`src/rtl/pkf_ram.sv`:
```
module pkf_ram #(
    parameter int WIDTH = 64,
    parameter int DEPTH = 64
) (
    input  logic                     i_clk,
    input  logic                     i_we,
    input  logic [$clog2(DEPTH)-1:0] i_waddr,
    input  logic [WIDTH-1:0]         i_wdata,
    input  logic [$clog2(DEPTH)-1:0] i_raddr,
    output logic [WIDTH-1:0]         o_rdata
);

    logic [WIDTH-1:0] r_mem [DEPTH];
    logic [WIDTH-1:0] r_rdata;

    // One write port and one registered read port.
    always_ff @(posedge i_clk) begin
        if (i_we) begin
            r_mem[i_waddr] <= i_wdata;
        end
        r_rdata <= r_mem[i_raddr];
    end

    assign o_rdata = r_rdata;

endmodule

```
`config.mk`:
```
export PLATFORM = sky130hd
export DESIGN_NAME = pkf_ram
export DESIGN_NICKNAME = d
export VERILOG_FILES = /design/src/rtl/pkf_ram.sv
export SDC_FILE = /design/constraint.sdc
export NUM_CORES = 2
export LEC_CHECK = 0
export BUFFER_PORTS_ARGS = -buffer_cell sky130_fd_sc_hd__buf_2
export CAP_MARGIN = 20
export CORE_MARGIN = 5
export CORE_UTILIZATION = 55
export DETAILED_ROUTE_END_ITERATION = 10
export HOLD_SLACK_MARGIN = 0.03
export PLACE_DENSITY_LB_ADDON = 0.2
export SYNTH_ARGS = -nofsm -noshare
export SYNTH_HDL_FRONTEND = slang
export SYNTH_SLANG_ARGS = --single-unit
```
`constraint.sdc`:
```
create_clock -name i_clk -period 8.25 [get_ports i_clk]
set_clock_uncertainty 0.1 [all_clocks]
set_input_delay 1.65 -clock i_clk [delete_from_list [all_inputs] [get_ports i_clk]]
set_output_delay 1.65 -clock i_clk [all_outputs]
set_load 0.05 [all_outputs]
```
Yosys cells after proc, flatten, opt, wreduce, memory -nomap -nowiden
Memory sizes are Yosys's and may differ from the RTL's. A register that Yosys moved wholly into a read port is not among the register bits.
Cells that the tools add are included.

operators by class
  mux-type cells = 2

operator list
  cell    number
  $mux 1  2

storage, ports and cells
  word-level logic and storage cells = 3
  memories kept = 1
  output and inout bits = 64
  bits of input ports = 78
  memory bits (writable) = 4096
  register bits = 0

memory list
  memory  depth  width  read ports  clocked after memory_dff  write ports  RTL line  text
  r_mem   64     64     1           1                         1            13        logic [WIDTH-1:0] r_mem [DEPTH];

Longest topological paths before layout
  depth in word-level cells = 2
  depth in mapped cells = 9
  mapped depth without buffers = 5

Least setup slack after synthesis
Ideal clock, no wire load.

  kind = input-to-reg
  from = in i_waddr[3]
  to = mem r_mem[48][0], enable pin
  buffers on the path = 1
  cell stages on the path = 4
  slack = 1.064 ns
  required time = 7.586 ns
  arrival = 6.522 ns
  setup time = 0.564 ns
  cell sequence = clkbuf_1 -> nor2b_1 -> nand4b_1 -> nor3_1

RTL lines
  item         RTL line  text
  from (decl)  7         input logic [$clog2(DEPTH)-1:0] i_waddr,
  to (decl)    13

No word-level cell before the write port.

==> results_dict.tcl <==
set metrics [dict create \
    clockRootBuffer "clkbuf_16" \
    cts_hold_buffers 0 \
    grt_pass1_vias 75900 \
    yosys.area_share.xor_xnor_pct 0 \
    finalSetupTns_ns 0 \
    viasPerCell 6.80 \
    arrival_ns 5.32 \
    rows 195 \
    slew_headroom_pct 19.1 \
    drt_iter0_drc 11100 \
    avgSynthCellArea_um2 23.7 \
    cts_resized 0 \
    cts.clk_slew.worst_paths_ns 0.06 \
    portBuffers 141 \
    ios 142 \
    clock_path_buffers 4 \
    ys.flop_type "edfxtp_1" \
    fill_cells 18800 \
    cts_sinks 4160 \
    worstSetupPathType "primary input to flip-flop" \
    ys_ff_latch 4160 \
    hold_path.class "flip-flop to flip-flop" \
    maxSlewViolCount 0 \
    synth_top_cell_by_area "edfxtp_1" \
    clk_latency_ns 0.92 \
    worstSetupStartpointType "primary input" \
    grt_pass1_wl_um 584000 \
    ir_drop_mv 0.230 \
    min_period_over_period_pct 57.2 \
    htreeDepth 5 \
    ys_types 33 \
    grt_use_total_pct 28.2 \
    cap_violations 0 \
    synth_edf_count 4096 \
    synth.top_cells.by_count "4096 x edfxtp_1, 1024 x mux4_2, 170 x buf_2" \
    syn_inst 6598 \
    avgRoutedWirePerCell_um 37.4 \
    antenna_found_initial 37 \
    grt_max_degree 132 \
    period_needed_ns 4.72 \
    synth_top_area_share_pct 78.7 \
    synthArstFlopShare_pct 0 \
    synth_nets 6676 \
    die_y_um 543 \
    dp_slack_ns 2.70 \
    syn-cell-area_um2 156000 \
    drc_errors 0 \
    cts_tree "yes" \
    ys_seq_area_share_pct 79.5 \
    yosys-mux-area-fraction_pct 15.6 \
    endpoint_kind "flip-flop" \
    hold_ws_ns 0.723 \
    post-route-util_pct 62.4 \
    fin_nets 7082 \
    power.density_nw_per_um2 249 \
    finalWorstSetupSlack_ns 3.53 \
    routed_wl_um 415000 \
    synthSimpleGateAreaFrac_pct 1.24 \
    rsz0062_at_grt "false" \
    dpl.hpwl_um 216000 \
    grt_overflow 0 \
    initial_core_util_pct 55.3 \
    die_area_um2 295000 \
    hold_viol 0 \
    cts_setup_buffers 0 \
    synth_fa_ha_area_share_pct 0 \
    yosys-top-cells-area "edfxtp_1 79%, mux4_2 15%, mux2i_1 0.86%" \
    fmax_mhz 212 \
    post-synth-top-count-cell "edfxtp_1" \
    p_leak_uw 0.0550 \
    die_w_um 543 \
    outcome "finished clean" \
    synth_top_family_by_area "multiplexers" \
    ant_nets 0 \
    drive_above_1_share_pct 28.3 \
    tightest_slew_ns 1.21 \
    required_ns 8.85 \
    core_um2 283000 \
    crit_fanout 26 \
    yosysWarnings 0 \
    cts_buffers 406 \
    place_congestion 0.800 \
    drt_pre_antenna_iters 8 \
    synth_compound_area_share_pct 2.48 \
    setup_viol 0 \
    area_growth_pct 12.8 \
    vias 75500 \
]
registers in the layout, indices dropped and copies added (netlist names):
name,flops
r_mem,4096
o_rdata,64
layout by cell type, fill, tap and decap left out, types with 5 or more instances in the layout:
master,Yosys,routed
a211oi_1,63,63
nand2b_1,11,9
clkinv_2,0,64
dfxtp_1,64,64
nor2_1,112,47
clkbuf_16,0,415
a31oi_1,18,18
a22o_1,88,88
edfxtp_1,4096,4096
a2bb2oi_1,19,19
buf_12,0,65
nor2_4,0,65
buf_4,34,161
or2_2,28,28
bufinv_16,0,36
nand3_1,45,45
clkinv_1,0,65
nor2b_1,28,24
clkbuf_1,140,101
buf_2,170,138
o22ai_1,83,83
clkbuf_8,0,27
nand2_1,58,55
and3_1,64,64
inv_6,0,5
o221ai_1,38,38
mux2i_1,135,135
a22oi_1,168,168
mux4_2,1024,1024
clkinvlp_4,0,20
inv_1,19,19
diode_2,0,14
clkinv_8,0,5
a41oi_1,26,26
or3_1,29,29
through the flow:
stage | cell area, um2 | power [uW] | cells
finish | 176000 | 44000 | 11100
global route | 176000 | 45300 | 11100
CTS | 176000 | 44200 | 11100
detailed placement | 163000 | 26100 | 10300
global placement | 162000 | 26100 | 10300
floorplan | 156000 | 25100 | 6598
layout make-up:
class                      instances  area, um2  area share [%]
inverter                          19       71.3          0.0405
timing repair buffer             368       3290            1.86
clock inverter                   200       2030            1.15
tap                             3743       4680            2.66
clock buffer                     543      11100            6.32
sequential                      4160     124000            70.5
antenna                           14       35.0          0.0199
multi-input combinational       2049      30800            17.5
worst max-delay path: stages:
cell and delay (ns):
buf_2 0.72, nor2b_4 1.08, buf_4 0.65, a22oi_1 0.19, and3_1 0.22, a211oi_1 0.64
layer usage:
layer  global-route usage [%]  part of all wire, %  vias to the layer above
met1                     39.8                   37                    40800
met2                     45.3                   49                     4561
met4                     8.60                  3.3                       20
li1                         -                    -                    29300
met3                     5.53                   10                      738
met5                        0                0.033                        -
worst paths after layout:
path	start	slack, ns	end	cells past startpoint
worst max-delay path	i_raddr[3]	3.53	o_rdata[11]$_DFF_P_	6
worst min-delay path	r_mem[62][50]$_DFFE_PP_	0.72	o_rdata[50]$_DFF_P_	4
worst max register to register	r_mem[11][28]$_DFFE_PP_	5.90	o_rdata[28]$_DFF_P_	5
worst min register to register	r_mem[62][50]$_DFFE_PP_	0.72	o_rdata[50]$_DFF_P_	4
cells by family after synthesis:
| kind of cell | after synthesis |
|---|---|
| AOI/OAI and AO/OA | 504 |
| buffers and inverters | 389 |
| DFF | 4160 |
| muxes | 1159 |
| and+or+nand+nor | 386 |
power by group:
part,leakage (uW),switching (uW),internal (uW)
Sequential,0.0374,111,23400
Clock,0.00639,7700,10600
Combinational,0.0112,1410,750
Total,0.0550,9220,34800
No activity file was read; power rests on OpenSTA's default activity.
